[config.mk]
export PLATFORM = sky130hd
export DESIGN_NAME = tcw_front
export DESIGN_NICKNAME = d
export VERILOG_FILES = /design/src/rtl/text_console_writer_unit_defines.svh /design/src/rtl/tcw_pkg.sv /design/src/rtl/tcw_front.sv
export SDC_FILE = /design/constraint.sdc
export NUM_CORES = 1
export LEC_CHECK = 0
export ABC_AREA = 0
export BUFFER_PORTS_ARGS = -buffer_cell sky130_fd_sc_hd__clkbuf_2
export CAP_MARGIN = 10
export CORE_AREA = 3 3 40 42
export DETAILED_ROUTE_END_ITERATION = 12
export DIE_AREA = 0 0 43 45
export GPL_ROUTABILITY_DRIVEN = 0
export PLACE_DENSITY = 0.65
export SYNTH_ARGS = -nofsm -noshare
export SYNTH_HDL_FRONTEND = slang
export SYNTH_SLANG_ARGS = --single-unit
[constraint.sdc]
create_clock -name vclk -period 2.35
set_clock_uncertainty 0.15 [all_clocks]
set_input_delay 0.47 -clock vclk [all_inputs]
set_output_delay 0.47 -clock vclk [all_outputs]
set_load 0.005 [all_outputs]
[src/rtl/text_console_writer_unit_defines.svh]
// Assertion macros shared by the console writer modules.
`ifndef TEXT_CONSOLE_WRITER_UNIT_DEFINES_SVH
`define TEXT_CONSOLE_WRITER_UNIT_DEFINES_SVH

// Same-cycle implication, checked on clk, masked while rst is high.
`define TCW_ASSERT_NOW(label, ante, cons, msg) \
  label: assert property (@(posedge clk) disable iff (rst) (ante) |-> (cons)) \
    else $error(msg);

// Next-cycle implication, checked on clk, masked while rst is high.
`define TCW_ASSERT_NEXT(label, ante, cons, msg) \
  label: assert property (@(posedge clk) disable iff (rst) (ante) |=> (cons)) \
    else $error(msg);

`endif

[src/rtl/tcw_pkg.sv]
// Shared constants, command codes and queue entry type of the text console writer.
`timescale 1ns / 1ps
package tcw_pkg;

  localparam int COLUMNS    = 80;
  localparam int ROWS       = 25;
  localparam int CELL_COUNT = ROWS * COLUMNS;
  localparam int LAST_BASE  = (ROWS - 1) * COLUMNS;

  localparam int ROW_W  = $clog2(ROWS);
  localparam int COL_W  = $clog2(COLUMNS);
  localparam int ADDR_W = $clog2(CELL_COUNT);
  localparam int CHAR_W = 8;
  localparam int ATTR_W = 8;
  localparam int CELL_W = CHAR_W + ATTR_W;
  localparam int OP_W   = 2;

  localparam int FIFO_DEPTH = 2;

  localparam logic [ATTR_W-1:0] RESET_ATTR = 8'h0F;

  localparam logic [CHAR_W-1:0] CH_NUL       = 8'h00;
  localparam logic [CHAR_W-1:0] CH_BACKSPACE = 8'h08;
  localparam logic [CHAR_W-1:0] CH_NEWLINE   = 8'h0A;
  localparam logic [CHAR_W-1:0] CH_SPACE     = 8'h20;

  localparam logic [OP_W-1:0] OP_PUT   = 2'd0;
  localparam logic [OP_W-1:0] OP_CLEAR = 2'd1;
  localparam logic [OP_W-1:0] OP_READ  = 2'd2;

  typedef enum logic [2:0] {
    CMD_NOP,
    CMD_PUT,
    CMD_NEWLINE,
    CMD_BACKSPACE,
    CMD_CLEAR,
    CMD_READ
  } cmd_t;

  typedef struct packed {
    cmd_t              cmd;
    logic [CHAR_W-1:0] ch;
    logic [ADDR_W-1:0] idx;
  } cmd_entry_t;

endpackage

[src/rtl/tcw_front.sv]
// Front end: takes input requests and turns them into console commands.
`timescale 1ns / 1ps
module tcw_front (
  input  logic                         in_valid,
  output logic                         in_ready,
  input  logic [tcw_pkg::OP_W-1:0]     op,
  input  logic [tcw_pkg::CHAR_W-1:0]   char_code,
  input  logic [tcw_pkg::ADDR_W-1:0]   cell_index,
  input  logic                         q_full,
  input  logic                         init_busy,
  output logic                         push,
  output tcw_pkg::cmd_entry_t          push_entry
);

  logic idx_in_range;

  assign in_ready     = !q_full && !init_busy;
  assign push         = in_valid && in_ready;
  assign idx_in_range = cell_index < tcw_pkg::ADDR_W'(tcw_pkg::CELL_COUNT);

  always_comb begin
    push_entry.ch  = char_code;
    push_entry.idx = cell_index;
    unique case (op)
      tcw_pkg::OP_PUT: begin
        if (char_code == tcw_pkg::CH_NUL) begin
          push_entry.cmd = tcw_pkg::CMD_NOP;
        end else if (char_code == tcw_pkg::CH_NEWLINE) begin
          push_entry.cmd = tcw_pkg::CMD_NEWLINE;
        end else if (char_code == tcw_pkg::CH_BACKSPACE) begin
          push_entry.cmd = tcw_pkg::CMD_BACKSPACE;
        end else begin
          push_entry.cmd = tcw_pkg::CMD_PUT;
        end
      end
      tcw_pkg::OP_CLEAR: push_entry.cmd = tcw_pkg::CMD_CLEAR;
      // out-of-range reads return zero, same as a no-op
      tcw_pkg::OP_READ:  push_entry.cmd = idx_in_range ? tcw_pkg::CMD_READ : tcw_pkg::CMD_NOP;
      default:           push_entry.cmd = tcw_pkg::CMD_NOP;
    endcase
  end

endmodule

# Word level (Yosys, flattened, before mapping)
# Index checks and enable logic that the tools add are counted.
[word_totals]
memories = 0
output_inout_bits = 24
mem_bits_ro = 0
regBits = 0
word_cells = 16
in_bits = 24
ram_bits = 0
latchBits = 0
[classes]
div_mod_pow = 0
n_shift = 0
reduce_logical = 6
n_mux = 5
mul = 0
add_sub_neg = 0
magnitude_cmp = 1
eq_ne = 4
bitwise = 0
[op_table]
columns = ["op", "count"]
rows = [
  ["equality test 8 x 4 -> 1 bit (second input constant)", 2],
  ["less-than comparator 11 bit (second input constant)", 1],
  ["one-hot mux 3 bit (3 select lines)", 1],
  ["zero test 8 bit", 1],
  ["two-way mux 2 bit", 3],
  ["two-way mux 3 bit", 1],
  ["equality test 2 x 1 -> 1 bit (second input constant)", 1],
  ["equality test 2 bit (second input constant)", 1],
  ["logical AND 1 bit", 2],
  ["zero test 1 bit", 2],
  ["zero test 2 bit", 1],
]

# Longest topological paths before layout
# Gate-level depths: netlist (run 1).
[logic_depth]
ltp_word = 5
mapped_depth = 3
mapped_depth_nobuf = 3

# Worst setup path before layout (run 1)
# OpenSTA, ideal clock, no wires.
[synth_path]
kind = "in2out"
from = "input port char_code[5] (netlist name)"
to = "output port push_entry[20] (netlist name)"
stages = 3
path_slack_ns = 0.451
t_arrival_ns = 1.279
n_path_buf = 0
required_time_ns = 1.730
path_cell_list = "or4_4 > nor3_2 > and3_1"
[synth_lines]
columns = ["element", "line", "source"]
rows = [
  ["start, declared", "tcw_front.sv:7", "input logic [tcw_pkg::CHAR_W-1:0] char_code,"],
  ["end, declared", "tcw_front.sv:12", "output tcw_pkg::cmd_entry_t push_entry"],
]

==> results.yml, run 1 <==
pwr:
  p_total_mw: 0.0480
  pwr-share-seq_pct: 0
  vdd_drop_max_uv: 35.6
  p_switching_mw: 0.0208
  power_density_mw_per_mm2: 153
  p_leak_nw: 0.203
  p_sw_share_pct: 43.4
  clockPowerShare_pct: 0
  p_comb_share_pct: 100.0
  internal_power_mw: 0.0272
routing:
  drtIter0Drc: 1
  drt_pass1_iterations: 2
  ant_nets: 0
  drc: 0
  avgViaCountPerCell: 3.94
  vias: 272
  routedWlPerCell_um: 8.78
  wl_um: 606
logic_synthesis:
  synth_mux_area_share_pct: 4.23
  yosys.area.top_type_share_pct: 60.3
  synth_xor_area_share_pct: 3.70
  synth.area.top_cells: "buf_4 60%, nor2_1 6.3%, or4_4 4.8%, mux2i_1 4.2%, nor3_2 4.2%"
  synth-adder-area-share_pct: 0
  ys_warn_count: 0
  yosysSeqAreaShare_pct: 0
  synth_top_cell_by_area: "buf_4"
  synth_fp_nets: 57
  syn_area_per_cell_um2: 7.17
  synthCells: 33
  synth-simple-area-share_pct: 22.8
  synth-compound-area-share_pct: 8.99
  synth.distinct_cells: 12
  synth.cell_area_um2: 236
  synth_top_family_by_area: "buffers and inverters"
clock_tree:
  postCtsSetupBuffers: 0
  hold_buffers: 0
  cts_resized: 0
finish:
  nClkBuffers: 0
  regArea_um2: 0
  layout.cells.non_filler: 69
  nets: 80
  drive_gt1_share_pct: 77.8
  design.seq.count: 0
  syn_to_final_growth_pct: 32.3
  n_antenna_cell: 0
global_route:
  track_usage_pct: 5.56
  grt_pass1_wl_um: 897
  grt_pass1_vias: 227
  antenna_found_initial: 0
  grt_max_degree: 6
  grt_overflow: 0
timing:
  rsz0062_at_grt: "false"
  finalSetupViolCount: 0
  drv_slew: 0
  max_clock_freq_mhz: 472
  relSlewSlack_pct: 81.1
  fin_crit_sh_pct: 90.2
  finalHoldViolCount: 0
  tns_ns: 0
  min_period_ns: 2.12
  worst_pin_slew_ns: 0.283
floorplanning:
  start_util_pct: 18.4
  rows: 13
  die-width_um: 43
  io_pins: 48
  die_h_um: 45
  dieArea_mm2: 0.00194
  core_mm2: 0.00128
setup_path:
  start_kind: "input pin"
  end_kind: "output port"
  critPathMaxStageDelay_ns: 0.53
  slowest_stage: "or4_4"
  crit_fanout: 2
  worstPathCellList: "clkbuf_2 -> or4_4 -> nor3_2 -> and3_1 -> clkbuf_2"
  cpMostUsedCell: "clkbuf_2"
  crit_type: "input pin to output port"
  critPathArrivalTime_ns: 1.50
  crit_required_ns: 1.73
placed_design:
  dpl.hpwl_um: 602
  dp_cells: 69
  io_buffer_count: 40
outcome:
  status: "finished clean"
worst_hold_path:
  min_from: "cell_index[0]"
  holdPathEnd: "push_entry[0]"
  hold_depth: 0
  min_path_type: "input pin to output port"
job:
  drv_cap: 0
==> worst max-delay path by stage <==
stage,start,end,slack [ns],cells after the start
after floorplan,char_code[5],push_entry[20],0.45,3
after global placement,char_code[5],push_entry[20],0.24,5
after detailed placement,char_code[5],push_entry[20],0.22,5
after CTS,char_code[5],push_entry[20],0.22,5
after global routing,char_code[5],push_entry[20],0.17,5
final,char_code[5],push_entry[20],0.23,5
==> placed cells by master, fill, tap and decap left out <==
cell type and instances:
a221oi_1 1, and2_1 1, and3_1 1, clkbuf_2 40, mux2i_1 1, nand3_1 1
nor2_1 4, nor3_2 1, o211ai_1 1, o21ai_0 1, or4_4 1, xor2_1 1
==> cells by family (layout without fill, tap and decap cells) <==
| kind of cell | Yosys count | in the layout |
|---|---|---|
| buf+inv | 19 | 40 |
| mux | 1 | 1 |
| simple gates | 9 | 9 |
| xor+xnor | 1 | 1 |
| compound gates | 3 | 3 |
==> cell usage after synthesis <==
cell type  count
buf_4         19
nor2_1         4
a221oi_1       1
and2_1         1
and3_1         1
mux2i_1        1
nand3_1        1
nor3_2         1
o211ai_1       1
o21ai_0        1
or4_4          1
xor2_1         1
==> final cells by class <==
| cell class | count | area (um^2) |
|---|---|---|
| timing repair buffer | 40 | 200 |
| fill | 147 | 972 |
| multi-input combinational | 14 | 93.8 |
| tap | 15 | 18.8 |
==> per-stage QoR <==
| step | utilization, % | cell area, um^2 | hold WS, ns | worst slack (ns) |
|---|---|---|---|---|
| 3_5_place_dp | 24.3 | 313 | 0.790 | 0.222 |
| 4_1_cts | 24.3 | 313 | 0.790 | 0.221 |
| 5_1_grt | 24.3 | 313 | 0.790 | 0.168 |
| 6_report | 24.3 | 313 | 0.790 | 0.229 |
| 2_1_floorplan | - | 236 | 0.822 | 0.451 |
| 3_3_place_gp | 24.3 | 313 | 0.790 | 0.240 |
==> power by group through the flow <==
| stage | registers, mW | clock network [mW] | logic (mW) |
|---|---|---|---|
| final | 0 | 0 | 0.0480 |
| after global routing | 0 | 0 | 0.0543 |
| after CTS | 0 | 0 | 0.0490 |
| after detailed placement | 0 | 0 | 0.0487 |
| after global placement | 0 | 0 | 0.0476 |
| after floorplan | 0 | 0 | 0.0342 |
==> metal layers <==
layer	track usage [%]	share of wire (%)	vias to the layer above
li1	-	-	136
met1	6.43	29	113
met2	12.0	55	23
met3	0	16	0
met4	0	0	0
met5	0	0	-
==> critical path, delay by kind of cell <==
kind,cells,cell delay (ns)
buffers and inverters,2,0.19
and+or+nand+nor,3,0.84
Note: power is estimated with default switching activity, not from simulation.
==> inputs of run 2 (changes only) <==
--- a/config.mk
+++ b/config.mk
@@ -12,7 +12,7 @@
 export DETAILED_ROUTE_END_ITERATION = 12
 export DIE_AREA = 0 0 43 45
 export GPL_ROUTABILITY_DRIVEN = 0
-export PLACE_DENSITY = 0.65
+export PLACE_DENSITY = 0.68
 export SYNTH_ARGS = -nofsm -noshare
 export SYNTH_HDL_FRONTEND = slang
 export SYNTH_SLANG_ARGS = --single-unit
==> constraint.sdc (replaced) <==
create_clock -name vclk -period 1.7
set_clock_uncertainty 0.15 [all_clocks]
set_input_delay 0.34 -clock vclk [all_inputs]
set_output_delay 0.34 -clock vclk [all_outputs]
set_load 0.005 [all_outputs]
==> run 2 against run 1 <==
The run now ends with setup timing left. Cell count unchanged. Die area unchanged. Hold slack got worse by 0.26 ns. Count of clock-buffer cells in the layout unchanged. Power increased by 43%. Sequential share of layout area unchanged. Largest cell class unchanged.
==> results.yml, run 2 (synthesis gave the netlist of run 1 again) <==
floorplanning:
  die-width_um: 43
  start_util_pct: 18.4
  core_mm2: 0.00128
  rows: 13
  dieArea_mm2: 0.00194
  io_pins: 48
  die_h_um: 45
placed_design:
  io_buffer_count: 40
  dpl_cell_area_um2: 313
finish:
  drive_gt1_share_pct: 77.8
  syn_to_final_growth_pct: 37.6
  final_common_cell: "clkbuf_2"
  fillers: 150
  n_antenna_cell: 0
  design.seq.count: 0
  final_cell_mix: "38 x clkbuf_2, 4 x nor2_1"
  final_area_um2: 325
  nClkBuffers: 0
  regArea_um2: 0
  nets: 80
global_route:
  grt_pass1_wl_um: 883
  grt_max_degree: 6
  met1_usage_pct: 5.49
  top_usage_layer: "met2"
  antenna_found_initial: 0
  grt_overflow: 0
  met2_usage_pct: 12.3
  grt_pass1_vias: 225
  track_usage_pct: 5.48
  use_met3_pct: 0.398
routing:
  drt_pass1_iterations: 4
  vias: 259
  routedWlPerCell_um: 8.49
  wl_um: 586
  drc: 0
  ant_nets: 0
  drtIter0Drc: 2
  avgViaCountPerCell: 3.75
pwr:
  vdd_drop_max_uv: 44.9
  p_leak_nw: 0.208
  power_density_mw_per_mm2: 211
timing:
  max_clock_freq_mhz: 542
  relSlewSlack_pct: 85.1
  fin_ws_ns: -0.145
  drv_slew: 0
  min_period_ns: 1.85
  whs_ns: 0.530
  rsz0062_at_grt: "true"
  tns_ns: -0.249
  fin_crit_sh_pct: 109
  finalHoldViolCount: 0
  finalSetupViolCount: 2
  worst_pin_slew_ns: 0.224
clock_tree:
  postCtsSetupBuffers: 0
job:
  drv_cap: 0
setup_path:
  slowest_stage: "or4_4"
  start_kind: "input pin"
  critPathArrivalTime_ns: 1.36
  crit_type: "input pin to output port"
  cp-startpoint: "char_code[5]"
  end_kind: "output port"
  critPathMaxStageDelay_ns: 0.54
  crit_fanout: 2
  worstPathCellList: "buf_6 -> or4_4 -> nor3_4 -> and3_1 -> buf_2"
  crit_required_ns: 1.21
outcome:
  status: "complete, but fails checks"
  violations: "setup timing"
worst_hold_path:
  min_from: "cell_index[0]"
  holdPathEnd: "push_entry[0]"
  min_path_type: "input pin to output port"
  hold_depth: 0
-- run 2: worst max-delay path by stage --
stage	end	slack, ns	cells after the start
after floorplan	push_entry[20]	0.06	3
after detailed placement	push_entry[20]	-0.16	5
after global placement	push_entry[20]	-0.15	5
final	push_entry[20]	-0.15	5
after global routing	push_entry[20]	-0.22	5
after CTS	push_entry[20]	-0.16	5
-- run 2: metal layers --
metal | wire (um) | share of wire (%)
met1 | 164 | 28
met2 | 343 | 59
met3 | 78 | 13
met4 | 0 | 0
met5 | 0 | 0
-- run 2: power breakdown --
part / leakage (nW) / internal [mW] / switching (mW)
registers: 0 / 0 / 0
clock network: 0 / 0 / 0
logic: 0.208 / 0.0391 / 0.0295
total: 0.208 / 0.0391 / 0.0295
-- run 2: through the flow --
| step | setup slack (ns) | utilization, % | instances | power (mW) |
|---|---|---|---|---|
| floorplan | 0.0611 | - | 33 | 0.0473 |
| global route | -0.220 | 25.3 | 69 | 0.0764 |
| detailed placement | -0.160 | 24.3 | 69 | 0.0673 |
| CTS | -0.158 | 24.8 | 69 | 0.0687 |
| global placement | -0.153 | 24.3 | 69 | 0.0657 |
| finish | -0.145 | 25.3 | 69 | 0.0686 |
-- run 2: repair_timing --
item | CTS | global route
hold buffers | 0 | 0
resized for setup | 1 | 2
endpoints found under the setup margin | 2 | 2
-- run 2: worst max-delay path, delay by kind of cell --
kind	cells	cell delay, ns
buf+inv	2	0.19
simple gates	3	0.83
-- run 2: cell type report --
| cell class | instances | area (um^2) | share of cell area (%) |
|---|---|---|---|
| Multi-Input combinational cell | 14 | 100 | 30.8 |
| Tap cell | 15 | 18.8 | 5.77 |
| Timing Repair Buffer | 40 | 206 | 63.5 |
==> inputs of run 3 (changes only) <==
--- a/config.mk
+++ b/config.mk
@@ -12,7 +12,7 @@
 export DETAILED_ROUTE_END_ITERATION = 12
 export DIE_AREA = 0 0 43 45
 export GPL_ROUTABILITY_DRIVEN = 0
-export PLACE_DENSITY = 0.68
+export PLACE_DENSITY = 0.69
 export SYNTH_ARGS = -nofsm -noshare
 export SYNTH_HDL_FRONTEND = slang
 export SYNTH_SLANG_ARGS = --single-unit
==> run 3 against run 2 <==
Critical endpoint unchanged. Global-route usage fell by 0.66 points. The flow still finishes with violations (setup timing). Largest power group unchanged. Sequential share of layout area did not move. Core utilization did not move. Routed wire length fell by 0.17%. Cell area did not move.
==> results.yml, run 3 (synthesis gave the netlist of run 1 again) <==
outcome:
  status: "complete, but fails checks"
  violations: "setup timing"
timing:
  fin_ws_ns: -0.158
  min_period_ns: 1.86
  finalSetupViolCount: 2
  max_clock_freq_mhz: 538
  relSlewSlack_pct: 83.5
  worst_pin_slew_ns: 0.247
  drv_slew: 0
  finalHoldViolCount: 0
  rsz0062_at_grt: "true"
  fin_crit_sh_pct: 109
finish:
  nClkBuffers: 0
  design.seq.count: 0
  drive_gt1_share_pct: 77.8
  final_cell_mix: "38 x clkbuf_2, 4 x nor2_1"
  syn_to_final_growth_pct: 37.6
  nets: 80
  n_antenna_cell: 0
  final_common_cell: "clkbuf_2"
  regArea_um2: 0
  final_util_pct: 25.3
setup_path:
  slowest_stage: "or4_4"
  critPathBufInv: 2
  critPathArrivalTime_ns: 1.37
  start_kind: "input pin"
  cp_top_family: "simple AND/OR/NAND/NOR gates"
  worstPathCellList: "buf_6 -> or4_4 -> nor3_4 -> and3_1 -> buf_2"
  end_kind: "output port"
  critPathMaxStageDelay_ns: 0.53
  crit_required_ns: 1.21
  crit_fanout: 2
  crit_type: "input pin to output port"
pwr:
  power_density_mw_per_mm2: 211
  p_leak_nw: 0.208
  vdd_drop_max_uv: 48.3
  p_total_mw: 0.0685
floorplanning:
  dieArea_mm2: 0.00194
  core_mm2: 0.00128
  die-width_um: 43
  io_pins: 48
  rows: 13
  start_util_pct: 18.4
  die_h_um: 45
routing:
  ant_nets: 0
  wl_um: 585
  vias: 260
  drt_pass1_iterations: 1
  drc: 0
  avgViaCountPerCell: 3.77
  drtIter0Drc: 0
  routedWlPerCell_um: 8.48
placed_design:
  place_ws_ns: -0.169
  io_buffer_count: 40
  dpl.hpwl_um: 583
worst_hold_path:
  min_from: "cell_index[0]"
  min_path_type: "input pin to output port"
  hold_depth: 0
  holdPathEnd: "push_entry[0]"
global_route:
  grt_max_degree: 6
  track_usage_pct: 4.81
  grt_overflow: 0
  grt_pass1_wl_um: 786
  antenna_found_initial: 0
  grt_pass1_vias: 202
clock_tree:
  hold_buffers: 0
job:
  drv_cap: 0
-- run 3: cell counts in the layout (fill, tap and decap cells not counted) --
Identical to the previous run, type by type.
-- run 3: metal layers --
metal,track usage (%),share of wire (%),vias up
met2,10.8,56,18
met4,0,0,0
met5,0,0,-
met1,5.25,32,105
li1,-,-,137
met3,0,12,0
-- run 3: how the worst max path moves through the flow --
stage	start	end	cells after the start
after floorplan	char_code[5]	push_entry[20]	3
after detailed placement	char_code[5]	push_entry[20]	5
after global routing	char_code[5]	push_entry[20]	5
after global placement	char_code[5]	push_entry[20]	5
after CTS	char_code[5]	push_entry[20]	5
final	char_code[5]	push_entry[20]	5
-- run 3: layout make-up --
class	count	area [um^2]
fillers	150	960
repair buffers	40	206
multi-input cells	14	100
well taps	15	18.8
-- run 3: repair_timing --
item,CTS,global route
buffers inserted,0,0
setup endpoints to repair,2,2
cloned,0,0
gates resized for setup,1,2
-- run 3: power by group --
group	internal [mW]	total, mW	switching [mW]
sequential	0	0	0
combinational	0.0391	0.0685	0.0294
clock	0	0	0
-- run 3: stage by stage --
| step | hold slack, ns | cells | TNS [ns] | instance area (um^2) |
|---|---|---|---|---|
| after floorplan | 0.562 | 33 | 0 | 236 |
| after global placement | 0.530 | 69 | -0.260 | 313 |
| after detailed placement | 0.530 | 69 | -0.292 | 313 |
| after CTS | 0.530 | 69 | -0.286 | 319 |
| after global routing | 0.530 | 69 | -0.362 | 325 |
| final | 0.530 | 69 | -0.276 | 325 |
