## config.mk

```make
export PLATFORM = sky130hd
export DESIGN_NAME = tcw_fifo
export DESIGN_NICKNAME = d
export VERILOG_FILES = /design/src/rtl/tcw_pkg.sv /design/src/rtl/tcw_fifo.sv
export VERILOG_INCLUDE_DIRS = /design/src /design/src/rtl
export SDC_FILE = /design/constraint.sdc
export NUM_CORES = 1
export LEC_CHECK = 0
export ABC_AREA = 1
export BUFFER_PORTS_ARGS = -buffer_cell sky130_fd_sc_hd__buf_2
export CORE_MARGIN = 1
export CORE_UTILIZATION = 45
export CTS_BUF_LIST = sky130_fd_sc_hd__clkbuf_8
export CTS_CLUSTER_DIAMETER = 40
export DETAILED_ROUTE_END_ITERATION = 12
export PLACE_DENSITY = 0.71
export SLEW_MARGIN = 20
export SYNTH_ARGS = -nofsm -noshare
export SYNTH_HDL_FRONTEND = slang
export SYNTH_SLANG_ARGS = --single-unit
```

## constraint.sdc

```tcl
create_clock -name clk -period 2 [get_ports clk]
set_clock_uncertainty 0.15 [all_clocks]
set_input_delay 0.6 -clock clk [delete_from_list [all_inputs] [get_ports clk]]
set_output_delay 0.6 -clock clk [all_outputs]
set_load 0.005 [all_outputs]
```

## src/rtl/text_console_writer_unit_defines.svh

```systemverilog
// Assertion macros shared by the console writer modules.
`ifndef TEXT_CONSOLE_WRITER_UNIT_DEFINES_SVH
`define TEXT_CONSOLE_WRITER_UNIT_DEFINES_SVH

// Same-cycle implication, checked on clk, masked while rst is high.
`define TCW_ASSERT_NOW(label, ante, cons, msg) \
  label: assert property (@(posedge clk) disable iff (rst) (ante) |-> (cons)) \
    else $error(msg);

// Next-cycle implication, checked on clk, masked while rst is high.
`define TCW_ASSERT_NEXT(label, ante, cons, msg) \
  label: assert property (@(posedge clk) disable iff (rst) (ante) |=> (cons)) \
    else $error(msg);

`endif

```

## src/rtl/tcw_pkg.sv

```systemverilog
// Shared constants, command codes and queue entry type of the text console writer.
`timescale 1ns / 1ps
package tcw_pkg;

  localparam int COLUMNS    = 80;
  localparam int ROWS       = 25;
  localparam int CELL_COUNT = ROWS * COLUMNS;
  localparam int LAST_BASE  = (ROWS - 1) * COLUMNS;

  localparam int ROW_W  = $clog2(ROWS);
  localparam int COL_W  = $clog2(COLUMNS);
  localparam int ADDR_W = $clog2(CELL_COUNT);
  localparam int CHAR_W = 8;
  localparam int ATTR_W = 8;
  localparam int CELL_W = CHAR_W + ATTR_W;
  localparam int OP_W   = 2;

  localparam int FIFO_DEPTH = 2;

  localparam logic [ATTR_W-1:0] RESET_ATTR = 8'h0F;

  localparam logic [CHAR_W-1:0] CH_NUL       = 8'h00;
  localparam logic [CHAR_W-1:0] CH_BACKSPACE = 8'h08;
  localparam logic [CHAR_W-1:0] CH_NEWLINE   = 8'h0A;
  localparam logic [CHAR_W-1:0] CH_SPACE     = 8'h20;

  localparam logic [OP_W-1:0] OP_PUT   = 2'd0;
  localparam logic [OP_W-1:0] OP_CLEAR = 2'd1;
  localparam logic [OP_W-1:0] OP_READ  = 2'd2;

  typedef enum logic [2:0] {
    CMD_NOP,
    CMD_PUT,
    CMD_NEWLINE,
    CMD_BACKSPACE,
    CMD_CLEAR,
    CMD_READ
  } cmd_t;

  typedef struct packed {
    cmd_t              cmd;
    logic [CHAR_W-1:0] ch;
    logic [ADDR_W-1:0] idx;
  } cmd_entry_t;

endpackage

```

## src/rtl/tcw_fifo.sv

```systemverilog
// Short command queue between the front end and the execution back end.
`timescale 1ns / 1ps
`include "text_console_writer_unit_defines.svh"
module tcw_fifo (
  input  logic                clk,
  input  logic                rst,
  input  logic                push,
  input  tcw_pkg::cmd_entry_t push_entry,
  output logic                full,
  input  logic                pop,
  output logic                q_valid,
  output tcw_pkg::cmd_entry_t q_entry
);

  localparam int PTR_W = (tcw_pkg::FIFO_DEPTH > 1) ? $clog2(tcw_pkg::FIFO_DEPTH) : 1;
  localparam int CNT_W = $clog2(tcw_pkg::FIFO_DEPTH + 1);

  tcw_pkg::cmd_entry_t entries [tcw_pkg::FIFO_DEPTH];
  logic [PTR_W-1:0]    wr_ptr;
  logic [PTR_W-1:0]    rd_ptr;
  logic [CNT_W-1:0]    count;

  assign full    = count == CNT_W'(tcw_pkg::FIFO_DEPTH);
  assign q_valid = count != '0;
  assign q_entry = entries[rd_ptr];

  always_ff @(posedge clk) begin
    if (push) begin
      entries[wr_ptr] <= push_entry;
    end
  end

  always_ff @(posedge clk) begin
    if (rst) begin
      wr_ptr <= '0;
      rd_ptr <= '0;
      count  <= '0;
    end else begin
      if (push) begin
        wr_ptr <= (wr_ptr == PTR_W'(tcw_pkg::FIFO_DEPTH - 1)) ? '0 : wr_ptr + 1'b1;
      end
      if (pop) begin
        rd_ptr <= (rd_ptr == PTR_W'(tcw_pkg::FIFO_DEPTH - 1)) ? '0 : rd_ptr + 1'b1;
      end
      if (push && !pop) begin
        count <= count + 1'b1;
      end else if (pop && !push) begin
        count <= count - 1'b1;
      end
    end
  end

  `TCW_ASSERT_NOW(a_fifo_no_underflow, pop, count != '0, "command popped from empty queue")
  `TCW_ASSERT_NOW(a_fifo_count_range, 1'b1, count <= CNT_W'(tcw_pkg::FIFO_DEPTH), "queue count over depth")

endmodule

```

Word level (Yosys, flattened, before mapping)
Memories as Yosys holds them, arrays and structs flattened. A register that Yosys moved wholly into a read port is not among the register bits.
Index checks and enable logic that the tools add are counted.

storage, ports and cells
  word-level logic and storage cells = 23
  bits in writable memories = 44
  memories = 1
  register bits = 4
  input port bits = 26

memory list
  memory   depth  width  read ports  clocked after Yosys merged registers in  wr ports  RTL line        source
  entries  2      22     1           1                                        1         tcw_fifo.sv:18  tcw_pkg::cmd_entry_t entries [tcw_pkg::FIFO_DEPTH];

operators by class
  add/subtract/negate cells = 4
  equal/unequal tests = 1
  reduce and logical (&&, ||, !) cells = 6
  muxes and demuxes = 8

operator list
  kind                 count
  $mux 1               6
  $mux 2               2
  $reduce_bool 2->1    2
  $add 1x1->1 const B  2
  $add 2x1->2 const B  1
  $eq 2x2->1 const B   1
  $logic_and 1x1->1    2
  $logic_not 1->1      2
  $sub 2x1->2 const B  1

Logic depth before layout (Yosys ltp)
Gate-level depths: netlist of the first run.

  word-level depth = 4
  depth in mapped cells = 8
  mapped depth without buffers = 8

Worst setup path after synthesis of the first run
Ideal clock, no wire load.

  path type = input to register
  start = in push
  end = mem entries[0][0] (netlist name), enable pin
  data required time = 1.449 ns
  cell stages on the path = 2
  slack = -0.123 ns
  setup time = 0.401 ns
  data arrival time = 1.572 ns
  cell sequence = inv_1 -> nor2_1

between the ends
  word-level cells in the longest chain between the ends = 2

ends and longest elaborated chain
  element                       RTL line        source
  start: declaration            tcw_fifo.sv:7   input logic push,
  $mux 1                        tcw_fifo.sv:28  if (push) begin
  $mux 1 (implied by the code)  tcw_fifo.sv:29  entries[wr_ptr] <= push_entry;
  end: declaration              tcw_fifo.sv:18

Every way passes these cells.

==> impl_results.md, run 1 <==
- Die area: 4300 um2
- Final period util: 101%
- DRC: 0
- Gr usage total: 15.4%
- Setup violations, final: 22
- Lkg Pwr: 1.05 nW
- CP Depth: 3
- Placed Area: 2150 um2
- Worst Path Arrival: 1270 ps
- Fmax: 496 MHz
- Clock network power share: 26.3%
- Die H: 65.6 um
- First-pass GRT wire length: 4730 um
- Failing checks: setup timing
- Total Routed Length: 3010 um
- Largest net degree at the start of global routing: 24
- Comb power frac: 16.4%
- Critical Path Sink Type: output port
- Number of global-route vias before repair: 1076
- CP max stage cell: dfxtp_4
- Syn Inst Count: 101
- PortBufs: 49
- DR iter-0 viols: 38
- Clock tree root buffer cell: clkbuf_8
- Seq/Total Area, Yosys: 78.2%
- Sw Share: 20.7%
- I/O pin count: 50
- Unrepaired setup endpoints after global routing: true
- Depth of the CTS H-tree: 2
- Mapped Nets: 128
- Initial Utilization: 48.2%
- Worst IR Drop VDD: 0.672 mV
- Ys Warns: 0
- Routed Antenna Nets: 0
- Final min period: 2020 ps
- CP max stage delay: 400 ps
- Via count: 1017
- Result of the run: finished, violations left
- Congestion Overflow GR: 0
- Hold WC Path Type: input port to flop
- Slew Limit Fails: 0
- Clk slew on worst S/H paths: 80 ps
- Total core area: 3770 um2
- Maxcap violations: 0
- R2R depth: 3
- Internal: 0.00166 W
- Final instance area: 2500 um2
- Latest clock arrival within the worst-skew pair: 290 ps
- FF+latch count, synth: 49
- Fin worst setup slack: -17.6 ps
- Fillers: 250
- Worst slew pin tran: 193 ps
- P_sw: 0.000434 W
- WL per Instance: 14.2 um
- Cell area power density: 837 nW/um2
- DRT Pass-1 Iters: 2
- Mapped cell area: 1820 um2
- # nets final: 189
- Clock sink total: 49
- HPWL after DPL: 2020 um
- Total CTS buffers: 5
- Critical path type: flop to output port
- Hold Crit Depth: 1
- Critical Path, Cell by Cell: buf_6, mux2_4, buf_6
- WP data required: 1250 ps
- Post-CTS Setup Bufs: 0
- Vias per std cell: 4.82
- Clk buf depth: 2
- Max-slew headroom: 87.0%
- CTS tree: done
- GP Congestion: 0.632
- Layout cells sized above 1: 52.8%
- ANT cells: 0
- Number of antenna violations at the first check in global routing: 0
- Fin. Hold Viols: 0
- Most frequent cells in the layout: 44 x edfxtp_1, 27 x buf_2, 24 x buf_6
- Top cell by count, worst path: buf_6
- Delay-heaviest family, CP: flip-flops
- Area growth from synthesis to layout: 37.8%
- Die width: 65.6 um
- Overall power: 0.00210 W
- Post-Syn Area per Cell: 18.0 um2
- Crit Path Max Fanout: 5
- Yosys cell types: 14
- CP startpoint kind: flop
- Commonest non-fill, non-tap cell in the layout: edfxtp_1
- WP buf/inv: 2
- Sequential share of power: 57.3%
- Num rows: 22
==> synth_stat cells (all sizes together) <==
| cell type | number | share of area (%) |
|---|---|---|
| nor3 | 1 | 0.28 |
| nand2 | 6 | 1.2 |
| nor2 | 6 | 1.2 |
| nand4 | 1 | 0.34 |
| dfxtp | 5 | 5.5 |
| mux2 | 22 | 14 |
| buf | 2 | 1.2 |
| o21ai | 1 | 0.28 |
| a21oi | 1 | 0.28 |
| xnor2 | 1 | 0.48 |
| ha | 1 | 0.69 |
| inv | 9 | 1.9 |
| edfxtp | 44 | 73 |
| nand3 | 1 | 0.28 |
==> registers in the layout (all words and copies together), names as in the netlist, named ones only <==
name and flops:
rd_ptr 1, wr_ptr 1, count 2, entries 44
==> routing by layer <==
layer	track usage, %	share of wire [%]
met5	0	0
met3	5.21	3.6
met2	27.6	56
met1	17.7	41
met4	3.26	0
==> final timing paths <==
| path | startpoint | to | slack (ps) |
|---|---|---|---|
| max | flop | q_entry[2] | -20 |
| min | push_entry[7] | entries[1][7]$_DFFE_PP_ | 350 |
| max reg2reg | wr_ptr$_SDFFE_PP0P_ | entries[1][17]$_DFFE_PP_ | 850 |
| min reg2reg | rd_ptr$_SDFFE_PP0P_ | rd_ptr$_SDFFE_PP0P_ | 380 |
==> kinds of logic after synthesis <==
| logic type | Yosys count | synth area share [%] |
|---|---|---|
| AOI/OAI and AO/OA | 2 | 0.550 |
| DFF | 49 | 78.2 |
| xor gates and xnor gates | 1 | 0.482 |
| adders and majority gates | 1 | 0.688 |
| and+or+nand+nor | 15 | 3.37 |
| muxes | 22 | 13.6 |
| buffers and inverters | 11 | 3.10 |
==> repair_timing <==
action | in CTS | in global routing
gates resized for setup | 43 | 11
hold buffers | 0 | 0
gates cloned | 2 | 0
setup endpoints to repair | 22 | 22
==> power groups by stage <==
stage / clock, W / combinational, W / sequential [W]
global placement: 0 / 0.000226 / 0.00121
CTS: 0.000569 / 0.000322 / 0.00120
finish: 0.000552 / 0.000344 / 0.00120
detailed placement: 0 / 0.000236 / 0.00122
global route: 0.000606 / 0.000368 / 0.00121
floorplan: 0 / 0.000127 / 0.00121
==> stage by stage <==
stage / setup TNS (ps) / hold WS [ps] / util [%] / setup slack, ps / instances
floorplan: 0 / 330 / - / 247 / 101
global placement: 0 / 347 / 57.1 / 255 / 201
detailed placement: 0 / 361 / 57.1 / 240 / 201
CTS: -504 / 339 / 64.9 / -27.8 / 211
global route: -1030 / 327 / 66.4 / -58.4 / 211
finish: -144 / 346 / 66.4 / -17.6 / 211
==> cell type report <==
| class | instances | area, um2 | share of cell area (%) |
|---|---|---|---|
| repair buffers | 56 | 470 | 18.8 |
| well taps | 48 | 60.1 | 2.40 |
| clock inverters | 2 | 7.51 | 0.300 |
| flip-flops and latches | 49 | 1430 | 56.9 |
| multi-input cells | 41 | 425 | 17.0 |
| clock buffers | 6 | 82.6 | 3.30 |
| inverters | 9 | 33.8 | 1.35 |
==> worst reg2reg max path, stage by stage (launching register included) <==
cell and delay (ps):
dfxtp_1 370, nand2_1 60, inv_1 90, buf_12 180
Note: power is estimated with default switching activity, not from simulation.
==> run 2: changes to the inputs <==
ABC_AREA = not set   (was 1)
==> impl_results.md, run 2 <==
- Total core area: 3740 um2
- Yosys cell types: 16
- CP startpoint kind: flop
- Area growth from synthesis to layout: 42.2%
- Crit Path Max Fanout: 5
- Vias per std cell: 4.80
- Lkg Pwr: 1.04 nW
- Post-Syn Area per Cell: 19.9 um2
- Total Routed Length: 3190 um
- Top Registers: entries: 44 flops, count: 2 flops
- Setup violations, final: 22
- CTS tree: done
- Critical Path Sink Type: output port
- Failing checks: setup timing
- Via count: 964
- Fin. Hold Viols: 0
- Post-CTS Setup Bufs: 0
- Fillers: 282
- Worst IR Drop VDD: 0.675 mV
- PortBufs: 49
- Seq/Total Area, Yosys: 79.4%
- Total CTS buffers: 5
- Depth of the CTS H-tree: 2
- DRT Pass-1 Iters: 4
- First-pass GRT wire length: 4800 um
- Cell taking the most area after synthesis: edfxtp_1
- Largest register FFs: 44
- Maxcap violations: 0
- Unrepaired setup endpoints after global routing: true
- Commonest non-fill, non-tap cell in the layout: edfxtp_1
- Result of the run: finished, violations left
- I/O pin count: 50
- HPWL after DPL: 2070 um
- Fin worst setup slack: -54.0 ps
- Final instance area: 2540 um2
- Latest clock arrival within the worst-skew pair: 300 ps
- Most frequent cells in the layout: 44 x edfxtp_1, 27 x buf_2, 22 x mux2_4, 22 x buf_6, 5 x clkbuf_8
- WL per Instance: 15.9 um
- Routed Antenna Nets: 0
- Clock sink total: 49
- WP data required: 1250 ps
- DR iter-0 viols: 31
- Slew Limit Fails: 0
- Number of antenna violations at the first check in global routing: 0
- Ys Warns: 0
- # nets final: 179
- Initial Utilization: 47.8%
- Gr usage total: 16.2%
- Syn Inst Count: 90
- Fmax: 487 MHz
- Main synth FF type: edfxtp_1
- ANT cells: 0
- Most area-consuming cells after synthesis: edfxtp_1 74%, mux2_2 14%, dfxtp_1 5.6%
- Delay-heaviest family, CP: flip-flops
- Final Core Density: 68.0%
- Cell area power density: 940 nW/um2
- Clock tree root buffer cell: clkbuf_8
- Max-slew headroom: 84.9%
- Layout cells sized above 1: 59.5%
- CP max stage delay: 410 ps
- Die area: 4230 um2
- Num rows: 22
- Hold WC Path Type: input port to flop
- Worst Path Arrival: 1300 ps
- DRC: 0
- Yosys top cell area share: 73.8%
- Die width: 65.1 um
- Clk buf depth: 2
- Critical Path, Cell by Cell: clkbuf_16, mux2_4, buf_6
- Biggest register: entries
- Critical path type: flop to output port
- Clk slew on worst S/H paths: 90 ps
- Die H: 65.1 um
- Placed Area: 2130 um2
- EDFF count, synth: 44
- Largest net degree at the start of global routing: 16
- Mapped Nets: 117
- Congestion Overflow GR: 0
- Number of global-route vias before repair: 1037
- Mapped cell area: 1790 um2
- Final period util: 103%
- WP buf/inv: 2
- Fraction of registers with async set/reset: 0%
- Most common library cells after synthesis: 44 x edfxtp_1, 22 x mux2_2, 5 x dfxtp_1, 4 x nor2_1
- Worst slew pin tran: 225 ps
- FF+latch count, synth: 49
- CP max stage cell: dfxtp_4
- Final min period: 2050 ps
- Most frequent cell after synthesis: edfxtp_1
- Cts hold-fix bufs: 0
- GP Congestion: 0.657
[run 2: cell types whose count changed in the layout (fill, tap and decap cells not counted), moves of 2 or more]
cell | previous run | this run
inv_1 | 11 | 1
nand2_1 | 6 | 0
buf_4 | 2 | 4
buf_6 | 24 | 22
bufinv_16 | 0 | 2
xor2_1 | 0 | 2
[run 2: per-stage QoR]
stage	setup slack [ps]	setup TNS, ps	cells	power [W]	hold WS [ps]
floorplan	231	0	90	0.00136	306
global placement	253	0	191	0.00147	326
detailed placement	201	0	191	0.00148	348
CTS	-64.1	-771	200	0.00233	330
global route	-88.0	-1560	201	0.00248	321
finish	-54.0	-612	201	0.00239	334
[run 2: path summary, 6_finish.rpt]
| path | start | end | slack [ps] | cells after the start |
|---|---|---|---|---|
| worst max-delay path | flop | q_entry[1] | -50 | 3 |
| worst min-delay path | push_entry[9] | entries[0][9]$_DFFE_PP_ | 330 | 1 |
| worst max register to register | wr_ptr$_SDFFE_PP0P_ | entries[1][15]$_DFFE_PP_ | 760 | 2 |
| worst min register to register | count[1]$_SDFFE_PP0P_ | count[1]$_SDFFE_PP0P_ | 360 | 2 |
[run 2: repair_timing]
action,4_1_cts,5_1_grt
resized for setup,21,32
endpoints found under the setup margin,22,22
pin swaps,0,0
cloned,1,1
[run 2: cell type report]
class | count | area [um2] | area share (%)
clock buffers | 5 | 68.8 | 2.70
clock inverters | 3 | 65.1 | 2.56
inverters | 1 | 3.75 | 0.147
flip-flops and latches | 49 | 1430 | 56.0
repair buffers | 57 | 483 | 19.0
multi-input cells | 38 | 439 | 17.3
well taps | 48 | 60.1 | 2.36
[run 2: report_power, final]
| group | switching, W | leakage [nW] | internal, W |
|---|---|---|---|
| Sequential | 0.0000291 | 0.455 | 0.00119 |
| Combinational | 0.000136 | 0.516 | 0.000236 |
| Clock | 0.000308 | 0.0681 | 0.000496 |
| Total | 0.000473 | 1.04 | 0.00192 |
[run 2: cells by family (layout without fill, tap and decap cells)]
family | after synthesis | count (layout) | share of synthesized area, %
adders and majority gates | 1 | 1 | 0.699
muxes | 22 | 22 | 13.8
DFF | 49 | 49 | 79.4
buffers and inverters | 3 | 66 | 0.769
and+or+nand+nor | 9 | 9 | 2.73
AOI/OAI and AO/OA | 2 | 2 | 0.559
xor gates and xnor gates | 4 | 4 | 1.96
[run 2: routing by layer]
layer | vias up | share of wire (%) | GRT usage [%]
met1 | 466 | 38 | 18.5
li1 | 462 | - | -
met2 | 31 | 55 | 27.9
met3 | 5 | 5.2 | 4.93
met4 | 0 | 1.8 | 7.34
met5 | - | 0 | 0
==> run 3: changes to the inputs <==
CTS_BUF_LIST = sky130_fd_sc_hd__clkbuf_4   (was sky130_fd_sc_hd__clkbuf_8)
==> impl_results.md, run 3 (synthesis results as in run 2) <==
- Placed instance count: 191
- GRT met1 Usage: 17.0%
- Top Registers: entries: 44 flops, count: 2 flops
- Unrepaired setup endpoints after global routing: true
- Cts hold-fix bufs: 0
- Die H: 65.1 um
- WP data required: 1250 ps
- Biggest register: entries
- GP Congestion: 0.657
- Total core area: 3740 um2
- Lkg Pwr: 1.03 nW
- Latest clock arrival within the worst-skew pair: 360 ps
- HPWL after DPL: 2070 um
- Max-slew headroom: 87.3%
- Worst r2r dst: entries[1][15]$_DFFE_PP_
- Critical Path Sink Type: output port
- Clk buf depth: 2
- Clock tree root buffer cell: clkbuf_4
- Final Core Density: 67.4%
- ANT cells: 0
- Hold WC Path Type: input port to flop
- CP startpoint kind: flop
- Clock sink total: 49
- Number of global-route vias before repair: 1017
- Total CTS buffers: 5
- WL per Instance: 15.5 um
- Maxcap violations: 0
- Commonest non-fill, non-tap cell in the layout: edfxtp_1
- Non-filler instance count after layout: 201
- Number of antenna violations at the first check in global routing: 0
- PortBufs: 49
- M3 GR Usage: 5.46%
- CP max stage cell: dfxtp_4
- Fin. Hold Viols: 0
- Vias per std cell: 4.84
- Clk slew on worst S/H paths: 130 ps
- Num rows: 22
- Total Routed Length: 3110 um
- Layout cells sized above 1: 59.5%
- Hold Path Sink: entries[1][20]$_DFFE_PP_
- Worst IR Drop VDD: 0.759 mV
- Final period util: 106%
- Slew Limit Fails: 0
- Fin worst setup slack: -123 ps
- R2r startpoint: wr_ptr$_SDFFE_PP0P_
- Via count: 973
- Hold Crit Start: push_entry[20]
- Area growth from synthesis to layout: 41.0%
- Cell area power density: 898 nW/um2
- Seq. cell area: 1430 um2
- Die area: 4230 um2
- Fmax: 471 MHz
- Gr usage total: 15.4%
- CTS tree: done
- R2r setup slk: 750 ps
- Area of the multi-input gates: 439 um2
- DRC: 0
- Setup violations, final: 22
- Delay-heaviest family, CP: flip-flops
- WP buf/inv: 2
- I/O pin count: 50
- WHS: 270 ps
- Most Crowded Layer GR: met2
- Setup TNS: -2450 ps
- Fillers: 288
- Critical Path, Cell by Cell: clkbuf_16, mux2_4, buf_6
- Worst slew pin tran: 189 ps
- CP max stage delay: 430 ps
- Most frequent cells in the layout: 44 x edfxtp_1, 27 x buf_2, 22 x mux2_4, 22 x buf_6, 5 x clkbuf_4
- Result of the run: finished, violations left
- Initial Utilization: 47.8%
- Crit Path Max Fanout: 5
- Congestion Overflow GR: 0
- Largest register FFs: 44
- DRT Pass-1 Iters: 4
- First-pass GRT wire length: 4610 um
- Largest net degree at the start of global routing: 16
- Final min period: 2120 ps
- Depth of the CTS H-tree: 2
- Worst Path Arrival: 1370 ps
- Hold Crit Depth: 1
- # nets final: 179
- Routed Antenna Nets: 0
- Die width: 65.1 um
- Met2 usage: 26.6%
- Critical path type: flop to output port
- Overall power: 0.00227 W
- DR iter-0 viols: 21
- R2R depth: 2
- Failing checks: setup timing
run 3: cell count changes in the layout (fill, tap and decap cells not counted), sizes merged:
cell,previous run,this run
buf,56,55
clkbuf,6,7
run 3: final cells by class:
cell class	instances	share of cell area, %
well taps	48	2.38
flip-flops and latches	49	56.5
clock buffers	5	1.49
inverters	1	0.149
clock inverters	3	2.58
repair buffers	57	19.5
multi-input cells	38	17.4
run 3: how the worst max path moves through the flow:
stage                                   end  slack [ps]  cells past startpoint
finish                           q_entry[0]        -120                      3
global route                    q_entry[20]        -200                      3
CTS                             q_entry[12]        -140                      3
detailed placement    count[1]$_SDFFE_PP0P_         200                      4
global placement                q_entry[12]         250                      3
floorplan           entries[0][0]$_DFFE_PP_         230                      1
run 3: per-layer routing:
| layer | share of wire (%) | vias up |
|---|---|---|
| li1 | - | 464 |
| met1 | 40 | 463 |
| met2 | 52 | 37 |
| met3 | 5.9 | 9 |
| met4 | 2.0 | 0 |
| met5 | 0 | - |
run 3: stage by stage:
stage               cell area (um2)  setup slack (ps)
detailed placement             2130               201
global placement               2130               253
CTS                            2240              -144
floorplan                      1790               231
global route                   2520              -196
finish                         2520              -123
run 3: power by group:
part | switching [W] | total, W | internal [W]
Combinational | 0.000134 | 0.000373 | 0.000239
Clock | 0.000289 | 0.000676 | 0.000387
Sequential | 0.0000295 | 0.00122 | 0.00119
run 3: repair_timing:
action,CTS,global route
setup endpoints to repair,22,22
setup buffers,0,0
cloned,0,2
resized for setup,3,47
